===== config.mk =====
export PLATFORM = sky130hd
export DESIGN_NAME = priority_ordered_ready_queue_unit
export DESIGN_NICKNAME = d
export VERILOG_FILES = /design/src/porq_pkg.sv /design/src/porq_ram.sv /design/src/porq_ctrl.sv /design/src/porq_dp.sv /design/src/priority_ordered_ready_queue_unit.sv
export SDC_FILE = /design/constraint.sdc
export NUM_CORES = 1
export LEC_CHECK = 0
export ABC_CLOCK_PERIOD_IN_PS = 6800
export BUFFER_PORTS_ARGS = -buffer_cell sky130_fd_sc_hd__buf_2
export CORE_UTILIZATION = 30
export DETAILED_ROUTE_END_ITERATION = 6
export PLACE_DENSITY = 0.41
export SYNTH_ARGS = -nofsm -noshare
export SYNTH_HDL_FRONTEND = slang
export SYNTH_SLANG_ARGS = --single-unit

===== constraint.sdc =====
create_clock -name clk_i -period 6.8 [get_ports clk_i]
set_clock_uncertainty 0.1 [all_clocks]
set_input_delay 1.36 -clock clk_i [delete_from_list [all_inputs] [get_ports clk_i]]
set_output_delay 1.36 -clock clk_i [all_outputs]
set_load 0.005 [all_outputs]

===== src/porq_pkg.sv =====
// Package for the priority-ordered ready queue: payload structs, controller
// state, datapath command and status types, and default sizes. No dependencies.
`default_nettype none

package porq_pkg;

  localparam int unsigned QueueDepthDef   = 16;
  localparam int unsigned PriorityBitsDef = 8;

  localparam int unsigned IdW    = 16;
  localparam int unsigned PrioW  = 8;
  localparam int unsigned CountW = 5;

  localparam logic ModeInsert = 1'b0;
  localparam logic ModePop    = 1'b1;

  typedef struct packed {
    logic             mode;
    logic [IdW-1:0]   task_id;
    logic [PrioW-1:0] task_priority;
  } porq_in_t;

  typedef struct packed {
    logic              popped_valid;
    logic [IdW-1:0]    popped_id;
    logic [PrioW-1:0]  popped_priority;
    logic [CountW-1:0] entry_count;
    logic              insert_dropped;
  } porq_out_t;

  typedef enum logic [2:0] {
    ST_IDLE,
    ST_DECODE,
    ST_POP_TAKE,
    ST_INS_CMP,
    ST_INS_PUT,
    ST_RESULT
  } ctrl_state_e;

  typedef enum logic [1:0] {
    RD_HEAD,
    RD_TAIL,
    RD_PREV
  } rd_sel_e;

  typedef enum logic [1:0] {
    WR_SHIFT,
    WR_NEW_NEXT,
    WR_NEW_HEAD
  } wr_sel_e;

  typedef enum logic [2:0] {
    RES_NONE,
    RES_EMPTY,
    RES_DROP,
    RES_POP,
    RES_INS
  } res_sel_e;

  typedef struct packed {
    logic     ld_in;
    rd_sel_e  rd_sel;
    logic     wr_en;
    wr_sel_e  wr_sel;
    logic     idx_load;
    logic     idx_dec;
    res_sel_e res_sel;
    logic     out_ld;
  } porq_cmd_t;

  typedef struct packed {
    logic mode;
    logic occ_zero;
    logic occ_full;
    logic idx_zero;
    logic shift;
    logic out_free;
  } porq_sts_t;

endpackage

`default_nettype wire


===== src/porq_ram.sv =====
// Generic single-write, single-read RAM with registered read data.
// No dependencies.
`default_nettype none

module porq_ram #(
  parameter int unsigned WIDTH = 8,
  parameter int unsigned DEPTH = 16
) (
  input  wire logic                     clk_i,
  input  wire logic                     we_i,
  input  wire logic [$clog2(DEPTH)-1:0] waddr_i,
  input  wire logic [WIDTH-1:0]         wdata_i,
  input  wire logic [$clog2(DEPTH)-1:0] raddr_i,
  output logic      [WIDTH-1:0]         rdata_o
);

  logic [WIDTH-1:0] mem_q [DEPTH];

  always_ff @(posedge clk_i) begin
    if (we_i) begin
      mem_q[waddr_i] <= wdata_i;
    end
    rdata_o <= mem_q[raddr_i];
  end

endmodule

`default_nettype wire


===== src/porq_ctrl.sv =====
// Controller for the ready queue: sequences decode, tail-first insert scan,
// pop and result hand-off. Depends on porq_pkg.
`default_nettype none

module porq_ctrl import porq_pkg::*; (
  input  wire logic      clk_i,
  input  wire logic      rst_ni,
  input  wire logic      in_valid_i,
  output logic           in_ready_o,
  input  wire porq_sts_t sts_i,
  output porq_cmd_t      cmd_o
);

  ctrl_state_e state_q, state_d;

  always_ff @(posedge clk_i or negedge rst_ni) begin
    if (!rst_ni) begin
      state_q <= ST_IDLE;
    end else begin
      state_q <= state_d;
    end
  end

  always_comb begin
    state_d        = state_q;
    in_ready_o     = 1'b0;
    cmd_o          = '0;
    cmd_o.rd_sel   = RD_HEAD;
    cmd_o.wr_sel   = WR_NEW_HEAD;
    cmd_o.res_sel  = RES_NONE;
    unique case (state_q)
      ST_IDLE: begin
        in_ready_o = 1'b1;
        if (in_valid_i) begin
          cmd_o.ld_in = 1'b1;
          state_d     = ST_DECODE;
        end
      end
      ST_DECODE: begin
        if (sts_i.mode == ModePop) begin
          if (sts_i.occ_zero) begin
            cmd_o.res_sel = RES_EMPTY;
            state_d       = ST_RESULT;
          end else begin
            cmd_o.rd_sel = RD_HEAD;
            state_d      = ST_POP_TAKE;
          end
        end else begin
          priority if (sts_i.occ_full) begin
            cmd_o.res_sel = RES_DROP;
            state_d       = ST_RESULT;
          end else if (sts_i.occ_zero) begin
            cmd_o.wr_en   = 1'b1;
            cmd_o.wr_sel  = WR_NEW_HEAD;
            cmd_o.res_sel = RES_INS;
            state_d       = ST_RESULT;
          end else begin
            cmd_o.idx_load = 1'b1;
            cmd_o.rd_sel   = RD_TAIL;
            state_d        = ST_INS_CMP;
          end
        end
      end
      ST_POP_TAKE: begin
        cmd_o.res_sel = RES_POP;
        state_d       = ST_RESULT;
      end
      ST_INS_CMP: begin
        cmd_o.wr_en = 1'b1;
        if (sts_i.shift) begin
          cmd_o.wr_sel = WR_SHIFT;
          if (sts_i.idx_zero) begin
            state_d = ST_INS_PUT;
          end else begin
            cmd_o.idx_dec = 1'b1;
            cmd_o.rd_sel  = RD_PREV;
          end
        end else begin
          cmd_o.wr_sel  = WR_NEW_NEXT;
          cmd_o.res_sel = RES_INS;
          state_d       = ST_RESULT;
        end
      end
      ST_INS_PUT: begin
        cmd_o.wr_en   = 1'b1;
        cmd_o.wr_sel  = WR_NEW_HEAD;
        cmd_o.res_sel = RES_INS;
        state_d       = ST_RESULT;
      end
      ST_RESULT: begin
        if (sts_i.out_free) begin
          cmd_o.out_ld = 1'b1;
          state_d      = ST_IDLE;
        end
      end
      default: begin
        state_d = ST_IDLE;
      end
    endcase
  end

endmodule

`default_nettype wire


===== src/porq_dp.sv =====
// Datapath for the ready queue: circular entry store, head and count, scan
// index, result staging and output register. Depends on porq_pkg, porq_ram.
`default_nettype none

module porq_dp import porq_pkg::*; #(
  parameter int unsigned QUEUE_DEPTH   = QueueDepthDef,
  parameter int unsigned PRIORITY_BITS = PriorityBitsDef
) (
  input  wire logic      clk_i,
  input  wire logic      rst_ni,
  input  wire porq_in_t  in_data_i,
  input  wire logic      out_ready_i,
  output logic           out_valid_o,
  output porq_out_t      out_data_o,
  input  wire porq_cmd_t cmd_i,
  output porq_sts_t      sts_o
);

  localparam int unsigned AW = $clog2(QUEUE_DEPTH);
  localparam int unsigned CW = $clog2(QUEUE_DEPTH + 1);
  localparam int unsigned PW = (PRIORITY_BITS < PrioW) ? PRIORITY_BITS : PrioW;
  localparam int unsigned EW = IdW + PW;

  function automatic logic [AW-1:0] phys(input logic [AW-1:0] base,
                                         input logic [AW:0] ofs);
    logic [AW+1:0] sum;
    sum = {2'b00, base} + {1'b0, ofs};
    if (sum >= (AW+2)'(QUEUE_DEPTH)) begin
      sum = sum - (AW+2)'(QUEUE_DEPTH);
    end
    return sum[AW-1:0];
  endfunction

  porq_in_t      in_q;
  logic [AW-1:0] head_q, head_d;
  logic [CW-1:0] occ_q, occ_d;
  logic [AW-1:0] idx_q, idx_d;
  porq_out_t     res_q, res_d;
  porq_out_t     out_q;
  logic          out_valid_q, out_valid_d;

  logic [PW-1:0] new_prio;
  logic [AW:0]   rd_ofs, wr_ofs;
  logic [AW-1:0] raddr, waddr;
  logic [EW-1:0] wdata, rdata;
  logic [PW-1:0] rd_prio;
  logic [IdW-1:0] rd_id;

  assign new_prio = in_q.task_priority[PW-1:0];
  assign rd_id    = rdata[EW-1:PW];
  assign rd_prio  = rdata[PW-1:0];

  always_comb begin
    unique case (cmd_i.rd_sel)
      RD_HEAD: rd_ofs = '0;
      RD_TAIL: rd_ofs = (AW+1)'(occ_q - CW'(1));
      RD_PREV: rd_ofs = (idx_q == '0) ? '0 : {1'b0, idx_q - AW'(1)};
      default: rd_ofs = '0;
    endcase
  end

  always_comb begin
    unique case (cmd_i.wr_sel)
      WR_SHIFT: begin
        wr_ofs = {1'b0, idx_q} + (AW+1)'(1);
        wdata  = rdata;
      end
      WR_NEW_NEXT: begin
        wr_ofs = {1'b0, idx_q} + (AW+1)'(1);
        wdata  = {in_q.task_id, new_prio};
      end
      WR_NEW_HEAD: begin
        wr_ofs = '0;
        wdata  = {in_q.task_id, new_prio};
      end
      default: begin
        wr_ofs = '0;
        wdata  = {in_q.task_id, new_prio};
      end
    endcase
  end

  assign raddr = phys(head_q, rd_ofs);
  assign waddr = phys(head_q, wr_ofs);

  porq_ram #(
    .WIDTH(EW),
    .DEPTH(QUEUE_DEPTH)
  ) u_ram (
    .clk_i  (clk_i),
    .we_i   (cmd_i.wr_en),
    .waddr_i(waddr),
    .wdata_i(wdata),
    .raddr_i(raddr),
    .rdata_o(rdata)
  );

  always_comb begin
    idx_d = idx_q;
    if (cmd_i.idx_load) begin
      idx_d = AW'(occ_q - CW'(1));
    end else if (cmd_i.idx_dec) begin
      idx_d = idx_q - AW'(1);
    end
  end

  always_comb begin
    head_d = head_q;
    occ_d  = occ_q;
    res_d  = res_q;
    unique case (cmd_i.res_sel)
      RES_NONE: begin
      end
      RES_EMPTY: begin
        res_d             = '0;
        res_d.entry_count = CountW'(occ_q);
      end
      RES_DROP: begin
        res_d                = '0;
        res_d.entry_count    = CountW'(occ_q);
        res_d.insert_dropped = 1'b1;
      end
      RES_POP: begin
        occ_d                 = occ_q - CW'(1);
        head_d                = (head_q == AW'(QUEUE_DEPTH - 1)) ? '0 : head_q + AW'(1);
        res_d                 = '0;
        res_d.popped_valid    = 1'b1;
        res_d.popped_id       = rd_id;
        res_d.popped_priority = PrioW'(rd_prio);
        res_d.entry_count     = CountW'(occ_d);
      end
      RES_INS: begin
        occ_d             = occ_q + CW'(1);
        res_d             = '0;
        res_d.entry_count = CountW'(occ_d);
      end
      default: begin
      end
    endcase
  end

  always_comb begin
    out_valid_d = out_valid_q;
    if (cmd_i.out_ld) begin
      out_valid_d = 1'b1;
    end else if (out_ready_i) begin
      out_valid_d = 1'b0;
    end
  end

  always_ff @(posedge clk_i or negedge rst_ni) begin
    if (!rst_ni) begin
      head_q      <= '0;
      occ_q       <= '0;
      out_valid_q <= 1'b0;
    end else begin
      head_q      <= head_d;
      occ_q       <= occ_d;
      out_valid_q <= out_valid_d;
    end
  end

  always_ff @(posedge clk_i) begin
    if (cmd_i.ld_in) begin
      in_q <= in_data_i;
    end
    idx_q <= idx_d;
    res_q <= res_d;
    if (cmd_i.out_ld) begin
      out_q <= res_q;
    end
  end

  assign sts_o.mode     = in_q.mode;
  assign sts_o.occ_zero = (occ_q == '0);
  assign sts_o.occ_full = (occ_q == CW'(QUEUE_DEPTH));
  assign sts_o.idx_zero = (idx_q == '0);
  assign sts_o.shift    = (rd_prio < new_prio);
  assign sts_o.out_free = !out_valid_q || out_ready_i;

  assign out_valid_o = out_valid_q;
  assign out_data_o  = out_q;

  a_occ_bound: assert property (@(posedge clk_i) disable iff (!rst_ni)
    occ_q <= CW'(QUEUE_DEPTH))
    else $error("entry count above queue depth");

  a_occ_step: assert property (@(posedge clk_i) disable iff (!rst_ni)
    (occ_q != $past(occ_q)) |->
      ((occ_q == $past(occ_q) + CW'(1)) || (occ_q == $past(occ_q) - CW'(1))))
    else $error("entry count moved by more than one");

  a_pop_nonempty: assert property (@(posedge clk_i) disable iff (!rst_ni)
    (cmd_i.res_sel == RES_POP) |-> (occ_q != '0))
    else $error("pop committed on empty queue");

  a_ins_room: assert property (@(posedge clk_i) disable iff (!rst_ni)
    (cmd_i.res_sel == RES_INS) |-> (occ_q != CW'(QUEUE_DEPTH)))
    else $error("insert committed on full queue");

  a_idx_dec: assert property (@(posedge clk_i) disable iff (!rst_ni)
    cmd_i.idx_dec |-> (idx_q != '0))
    else $error("scan index stepped below head");

endmodule

`default_nettype wire


===== src/priority_ordered_ready_queue_unit.sv =====
// Top level of the priority-ordered ready queue: joins controller and datapath.
// Depends on porq_pkg, porq_ctrl, porq_dp.
//
// Holds up to QUEUE_DEPTH tasks (id plus priority) in descending priority
// order; equal priorities leave first-in first-out.
// Input channel (in_valid_i/in_ready_o, in_data_i): mode selects insert or
// pop. Output channel (out_valid_o/out_ready_i, out_data_o): one result beat
// per input beat, carrying the popped task, the count after the operation and
// the drop flag for an insert into a full queue.
// One operation runs at a time; in_ready_o is high only while idle.
// The insert walks the stored entries from the tail toward the head, one
// entry per cycle through the single read port of the entry RAM, moving each
// lower-priority entry up one slot. A new beat can be taken in the cycle
// after the result is loaded into the output register.
// Reset empties the queue at once; the entry RAM needs no clearing.
// When the receiver stalls, the result waits in the output register and the
// next operation runs up to its result stage, then holds.
`default_nettype none

module priority_ordered_ready_queue_unit import porq_pkg::*; #(
  parameter int unsigned QUEUE_DEPTH   = QueueDepthDef,
  parameter int unsigned PRIORITY_BITS = PriorityBitsDef
) (
  input  wire logic     clk_i,
  input  wire logic     rst_ni,
  input  wire logic     in_valid_i,
  output logic          in_ready_o,
  input  wire porq_in_t in_data_i,
  output logic          out_valid_o,
  input  wire logic     out_ready_i,
  output porq_out_t     out_data_o
);

  porq_cmd_t cmd;
  porq_sts_t sts;

  porq_ctrl u_ctrl (
    .clk_i     (clk_i),
    .rst_ni    (rst_ni),
    .in_valid_i(in_valid_i),
    .in_ready_o(in_ready_o),
    .sts_i     (sts),
    .cmd_o     (cmd)
  );

  porq_dp #(
    .QUEUE_DEPTH  (QUEUE_DEPTH),
    .PRIORITY_BITS(PRIORITY_BITS)
  ) u_dp (
    .clk_i      (clk_i),
    .rst_ni     (rst_ni),
    .in_data_i  (in_data_i),
    .out_ready_i(out_ready_i),
    .out_valid_o(out_valid_o),
    .out_data_o (out_data_o),
    .cmd_i      (cmd),
    .sts_o      (sts)
  );

endmodule

`default_nettype wire


# --- Yosys cells after proc, flatten, opt, wreduce, memory -nomap -nowiden ---
# Memory sizes are Yosys's and may differ from the RTL's. A register that Yosys moved wholly into a read port is not among the register bits.
# Index checks and enable logic that the tools add are counted.
op_classes:
  n_lt_le_gt_ge: 3
  n_eq_ne: 17
  n_addsub: 9
  reduce_logical: 13
  muxes: 50
ops:
  columns: ["op", "count"]
  rows:
  - ["31-bit case mux with 4 select lines", 1]
  - ["3-bit 2-to-1 mux", 13]
  - ["4-bit 2-to-1 mux", 7]
  - ["24-bit 2-to-1 mux", 1]
  - ["5-bit case mux with 2 select lines", 2]
  - ["1-bit 2-to-1 mux", 17]
  - ["3-bit case mux with 5 select lines", 1]
  - ["4-bit by 5-bit adder with 6-bit output", 2]
  - ["3-bit by 2-bit equality test with 1-bit output (second input constant)", 4]
  - ["6-bit by 5-bit >= comparator with 1-bit output (second input constant)", 2]
  - ["3-bit case mux with 4 select lines", 1]
  - ["4-bit by 1-bit subtractor with 4-bit output (second input constant)", 3]
  - ["3-bit equality test (second input constant)", 3]
  - ["3-bit case mux with 3 select lines", 1]
  - ["8-bit < comparator", 1]
  - ["3-bit by 1-bit equality test with 1-bit output (second input constant)", 2]
  - ["2-bit 2-to-1 mux", 3]
  - ["6-bit 2-to-1 mux", 1]
  - ["2-bit nonzero test", 3]
  - ["4-bit by 1-bit adder with 5-bit output (second input constant)", 1]
  - ["5-bit by 1-bit adder with 5-bit output (second input constant)", 1]
  - ["5-bit equality test (second input constant)", 1]
  - ["5-bit logical NOT", 1]
  - ["5-bit 2-to-1 mux", 1]
  - ["other kinds (16)", 19]
word_totals:
  word_cells: 111
  ramBits: 384
  n_memories: 1
  input_bits: 29
  register_bits: 104
mem_list:
  columns: ["memory", "depth", "width", "rd", "rd_ports_with_merged_regs", "write_ports", "line", "source"]
  rows:
  - ["u_dp.u_ram.mem_q", 16, 24, 1, 1, 1, "porq_ram.sv:17", "logic [WIDTH-1:0] mem_q [DEPTH];"]

# --- Longest topological paths before layout ---
logic_depth:
  ltp_word: 11
  mapped_depth: 19

# --- By module ---
# From an unflattened synthesis, not the netlist that was laid out.
hier_totals:
  cells_unflattened: 985
  hier_area_um2: 19769.0
by_module_without_submodules:
  columns: ["mod", "cells_per_inst", "n_inst", "area_each_um2"]
  rows:
  - ["porq_ram", 636, 1, 14930.6]
  - ["porq_dp", 304, 1, 4476.8]
  - ["porq_ctrl", 45, 1, 361.6]

# --- Least setup slack after synthesis ---
# Ideal clock, no wire load.
synth_timing:
  kind: "flip-flop to flip-flop"
  from: "register u_dp.occ_q[0]"
  to: "register u_dp.u_ram.rdata_o[10], read port of u_dp.u_ram.mem_q"
  slack_ns: 2.407
  n_path_buf: 4
  arrival_time_ns: 4.157
  period_less_slack_ns: 4.393
  setup_ns: 0.136
  stages_incl_launch_ff: 17
  required_time_ns: 6.564
  cell_sequence: "dfrtp_1 -> buf_6 -> inv_1 -> ha_1 -> or3b_2 -> nand2_1 -> inv_1 -> ha_1 -> a21oi_1 -> nor2_1 -> ha_1 -> fa_1 -> clkbuf_1 -> buf_2 -> clkbuf_1 -> mux4_2 -> mux4_1"
synth_via:
  elab_chain_cells: 10
  word_cells_on_any_way: 14
  cone_classes: "add/sub: 3; order compare: 1; eq/ne: 3; mux: 6; reduce/logical: 1"
synth_rtl:
  columns: ["item", "line", "source"]
  rows:
  - ["from (decl)", "porq_dp.sv:36", "logic [CW-1:0] occ_q, occ_d;"]
  - ["from (signal assigned)", "porq_dp.sv:154", "occ_q <= '0;"]
  - ["from (signal assigned)", "porq_dp.sv:158", "occ_q <= occ_d;"]
  - ["5-bit logical NOT", "porq_dp.sv:175", "assign sts_o.occ_zero = (occ_q == '0);"]
  - ["1-bit 2-to-1 mux", "porq_ctrl.sv:52", "end else if (sts_i.occ_zero) begin"]
  - ["6-bit 2-to-1 mux", "porq_ctrl.sv:49", "priority if (sts_i.occ_full) begin"]
  - ["2-bit 2-to-1 mux", "porq_ctrl.sv:40", "if (sts_i.mode == ModePop) begin"]
  - ["2-bit case mux with 2 select lines", "porq_ctrl.sv:31", "unique case (state_q)"]
  - ["2-bit equality test / 2-bit by 1-bit equality test with 1-bit output (equally long branches)", "porq_dp.sv:54", "unique case (cmd_i.rd_sel)"]
  - ["5-bit case mux with 2 select lines *", "porq_dp.sv:54", null]
  - ["4-bit by 5-bit adder with 6-bit output *", "porq_dp.sv:27", "sum = {2'b00, base} + {1'b0, ofs};"]
  - ["6-bit by 5-bit >= comparator with 1-bit output / 4-bit by 1-bit subtractor with 4-bit output (equally long branches)", "porq_dp.sv:28, porq_dp.sv:29", null]
  - ["4-bit 2-to-1 mux *", "porq_dp.sv:28", "if (sum >= (AW+2)'(QUEUE_DEPTH)) begin"]
  - ["to (decl)", "porq_ram.sv:14", "output logic [WIDTH-1:0] rdata_o"]
# Mark *: on every way between the ends. The rest lies on a longest branch, timed or not.
# A chain may end at the register's enable or synchronous reset.

# --- Worst setup path in the final report ---
layout_timing:
  from: "register u_dp.u_ram.rdata_o[7], read port of u_dp.u_ram.mem_q"
  to: "register u_dp.u_ram.rdata_o[6], read port of u_dp.u_ram.mem_q"
layout_via:
  elab_chain_cells: 8
  word_cells_on_any_way: 10
  cone_classes: "add/sub: 2; order compare: 2; eq/ne: 2; mux: 4"
layout_rtl:
  columns: ["item", "line", "source"]
  rows:
  - ["8-bit < comparator *", "porq_dp.sv:178", "assign sts_o.shift = (rd_prio < new_prio);"]
  - ["2-bit 2-to-1 mux *", "porq_ctrl.sv:70", "if (sts_i.shift) begin"]
  - ["2-bit case mux with 2 select lines *", "porq_ctrl.sv:31", null]
  - ["2-bit equality test / 2-bit by 1-bit equality test with 1-bit output (equally long branches)", "porq_dp.sv:54", null]
  - ["5-bit case mux with 2 select lines *", "porq_dp.sv:54", null]
  - ["4-bit by 5-bit adder with 6-bit output *", "porq_dp.sv:27", null]
  - ["6-bit by 5-bit >= comparator with 1-bit output / 4-bit by 1-bit subtractor with 4-bit output (equally long branches)", "porq_dp.sv:28, porq_dp.sv:29", null]
  - ["4-bit 2-to-1 mux *", "porq_dp.sv:28", null]
# Marked as above.

==> run metrics <==
portion of the post-synthesis area used by sequential elements 75.4%; area overhead of the layout relative to synthesis 16.7%; launch point of the critical path u_dp.u_ram.rdata_o[7]$_DFF_P_; pwr dens 459 nW/µm²; average detailed-routed wire length per instance 24.8 µm; TritonCTS clock tree yes; number of antenna-violating nets in the routed design 0; maximum vdd ir drop 0.228 mV; RSZ-0062 raised after global routing no; Worst-Skew Late Latency 0.61 ns; top routing layer used met4; CTS Root Cell sky130_fd_sc_hd__clkbuf_16; Reg2Reg Capture Point u_dp.u_ram.rdata_o[6]$_DFF_P_; netlist area before placement 20000 µm²; setup fix buffers added after clock tree synthesis 0; reg2reg path depth 15; leading cell types by total area after synthesis sky130_fd_sc_hd__edfxtp_1 71%, sky130_fd_sc_hd__mux4_2 11%, sky130_fd_sc_hd__mux4_1 3.2%, sky130_fd_sc_hd__dfxtp_1 2.4%, sky130_fd_sc_hd__dfrtp_1 1.6%; total number of vias 9184; DR vias/cell 4.73; setup TNS 0 ns; diodes inserted 0; grt total ovfl 0; die extent in y 260 µm; Clock Tree Buf Depth 3; initial antenna violation count 2; share of the synthesized area in the top cell type 71.4%; WP data required 7.17 ns; Synth Area per Inst 21.7 µm²; post-synthesis mux area share 15.6%; routability-driven placement congestion ratio 0.713; instance count of the mapped netlist 920; wirelength, routed 48200 µm; Synth cell types 63; CP max FO 38; most used standard cell by instance count after synthesis sky130_fd_sc_hd__edfxtp_1; post-synthesis compound-gate area fraction 2.09%; Die Outline Area 67700 µm²; count of max-cap constraint violations 0; routed length on met1 21200 µm; DRC violations left 0; nature of the critical path endpoint flip-flop; share of post-route cells with drive strength above 1 30.7%; met3 layer wire length in the routed design 1600 µm; clk sink count 512; category of the worst setup path launch point flip-flop; Setup Viol. Count Final 0; Static Leak 7.70 nW; Core Footprint 65900 µm²; Detail Placement HPWL 25700 µm; final hold violation count 0; Post-synth top flop sky130_fd_sc_hd__edfxtp_1; utilization after layout 35.4%; Fmax 0.186 GHz; Cells after DPL 1837; net count of the mapped netlist 973; number of iterations in the first detailed-routing pass 4; # fillers 6110; I/O pin count 62; # resized after CTS 0; drt first-iter violations 585; H-tree lvl count 2; Num CTS Buffers 55; final cycle utilization of the critical path 78.9%; fraction of registers with async set/reset 2.54%; Tightest Hold Check Type flip-flop to flip-flop; cell type with the highest aggregate area in the netlist sky130_fd_sc_hd__edfxtp_1; post-route minimum period 5.36 ns; Final nets 1083; Arr. time, crit path 5.73 ns; remaining max-slew budget at the tightest pin 30.1%; global-route wire length before repair 70700 µm; run status complete, no violations; Layout Cells excl Fill 1940; synthesized-area fraction occupied by and/or/nand/nor cells 3.04%; Initial Utilization 30.3%; largest family of logic cells by synthesized area multiplexers; count of hold buffers inserted by post-cts repair 0; input/output buffers 61; register clock-pin slew on the reported worst setup and hold paths 0.06 ns; routed length on met2 24300 µm; Post-synth EDFFs 475; total global-route track usage 14.6%; category of the critical setup timing path flip-flop to flip-flop; Final Max Tran Viols 0; fraction of the mapped netlist area in adder cells 1.58%; standard-cell rows 94; end point of the critical path u_dp.u_ram.rdata_o[6]$_DFF_P_; register area 15100 µm²; most instantiated cells after synthesis 475 x sky130_fd_sc_hd__edfxtp_1, 96 x sky130_fd_sc_hd__mux4_2, 27 x sky130_fd_sc_hd__and2_1; slack of the worst reg-to-reg path 1.44 ns; actual transition at the worst max-transition pin 1.04 ns; largest net degree at the start of global routing 52; startpoint of the worst register-to-register path u_dp.u_ram.rdata_o[7]$_DFF_P_; Horiz. Die Dim 260 µm; number of warning messages in the yosys log 0; via count of the first global-routing pass 9876; area of the multi-input gates 4770 µm²; xor and xnor fraction of the mapped netlist area 0.826%; number of flip-flops and latches in the synthesized netlist 512
## cells in the final DEF (no fill, tap or decap), types with 4 or more instances in the layout
cell and count:
sky130_fd_sc_hd__edfxtp_1 475, sky130_fd_sc_hd__mux4_2 96, sky130_fd_sc_hd__buf_2 61, sky130_fd_sc_hd__clkbuf_16 56, sky130_fd_sc_hd__buf_4 29, sky130_fd_sc_hd__and2_1 26, sky130_fd_sc_hd__mux2_2 24, sky130_fd_sc_hd__mux4_1 24
sky130_fd_sc_hd__dfxtp_1 24, sky130_fd_sc_hd__ha_1 21, sky130_fd_sc_hd__nor2_1 19, sky130_fd_sc_hd__nor3_2 19, sky130_fd_sc_hd__clkbuf_1 17, sky130_fd_sc_hd__inv_1 16, sky130_fd_sc_hd__xnor2_1 13, sky130_fd_sc_hd__dfrtp_1 13
sky130_fd_sc_hd__nand2_1 12, sky130_fd_sc_hd__a21oi_1 10, sky130_fd_sc_hd__clkinv_2 10, sky130_fd_sc_hd__o21ai_0 7, sky130_fd_sc_hd__clkbuf_8 7, sky130_fd_sc_hd__clkinv_1 7, sky130_fd_sc_hd__nand3_1 6, sky130_fd_sc_hd__mux2i_1 5
sky130_fd_sc_hd__o311ai_0 4, sky130_fd_sc_hd__a221oi_1 4, sky130_fd_sc_hd__a21o_1 4
## layer usage
metal | track usage (%) | up-vias
li1 | - | 4049
met5 | 0 | -
met2 | 25.1 | 158
met1 | 19.2 | 4905
met4 | 4.61 | 0
met3 | 2.04 | 72
## registers in the layout (all words and copies together), names as in the netlist
signal	count
u_dp.u_ram.mem_q	384
u_dp.out_data_o	31
u_dp.res_q	31
u_dp.u_ram.rdata_o	24
u_dp.in_q	16
u_dp.new_prio	8
u_dp.occ_q	5
u_dp.head_q	4
u_dp.idx_q	4
u_ctrl.state_q	3
u_dp.out_valid_o	1
u_dp.sts_o	1
## critical path, cell delays in order (launching register included)
cell and delay [ns]:
sky130_fd_sc_hd__dfxtp_1 0.38, sky130_fd_sc_hd__ha_1 0.35, sky130_fd_sc_hd__nand4_1 0.31, sky130_fd_sc_hd__o31a_1 0.43
sky130_fd_sc_hd__nand3_1 0.17, sky130_fd_sc_hd__inv_1 0.09, sky130_fd_sc_hd__ha_1 0.20, sky130_fd_sc_hd__nand2_2 0.09
sky130_fd_sc_hd__nor2_1 0.05, sky130_fd_sc_hd__a21oi_1 0.12, sky130_fd_sc_hd__nor2_1 0.08, sky130_fd_sc_hd__ha_4 0.18
sky130_fd_sc_hd__fa_4 1.30, sky130_fd_sc_hd__buf_4 0.45, sky130_fd_sc_hd__mux4_2 0.37, sky130_fd_sc_hd__mux4_1 0.50
## cell families (layout without fill, tap and decap cells)
family / Yosys count / after routing
DFF: 512 / 512
xor gates and xnor gates: 18 / 18
buffers and inverters: 57 / 213
adders and majority gates: 24 / 24
muxes: 149 / 149
AOI/OAI and AO/OA: 52 / 52
and+or+nand+nor: 108 / 108
## worst min-delay path by stage
stage,cells past startpoint,endpoint,startpoint
after floorplan,0,u_dp.out_data_o[0]$_DFFE_PP_,u_dp.res_q[0]$_DFFE_PP_
after global placement,0,u_dp.out_data_o[30]$_DFFE_PP_,u_dp.res_q[30]$_DFFE_PP_
after detailed placement,0,u_dp.out_data_o[5]$_DFFE_PP_,u_dp.res_q[5]$_DFFE_PP_
after CTS,0,u_dp.out_data_o[5]$_DFFE_PP_,u_dp.res_q[5]$_DFFE_PP_
after global routing,0,u_dp.out_data_o[24]$_DFFE_PP_,u_dp.res_q[24]$_DFFE_PP_
final,0,u_dp.out_data_o[1]$_DFFE_PP_,u_dp.res_q[1]$_DFFE_PP_
## power breakdown
| part | switching (mW) | internal [mW] |
|---|---|---|
| clock | 1.22 | 1.70 |
| sequential | 0.253 | 4.30 |
| combinational | 1.82 | 1.41 |
| total | 3.29 | 7.41 |
## final cells by class
| class | instances | area share, % |
|---|---|---|
| inverters | 18 | 0.295 |
| multi-input cells | 351 | 20.5 |
| clock buffers | 80 | 6.70 |
| clock inverters | 23 | 0.875 |
| well taps | 864 | 4.64 |
| repair buffers | 92 | 2.41 |
| flip-flops and latches | 512 | 64.6 |
## through the flow
stage          instance area, µm²  hold WS [ns]  setup WS [ns]  total power, mW
6_report                    23300         0.317           1.44             10.7
3_3_place_gp                21600         0.303           1.41             7.96
2_1_floorplan               20000         0.300           2.41             6.83
5_1_grt                     23300         0.323           1.14             11.3
4_1_cts                     23300         0.316           1.34             10.9
3_5_place_dp                21600         0.305           1.37             7.97
No activity file was read; power rests on OpenSTA's default activity.
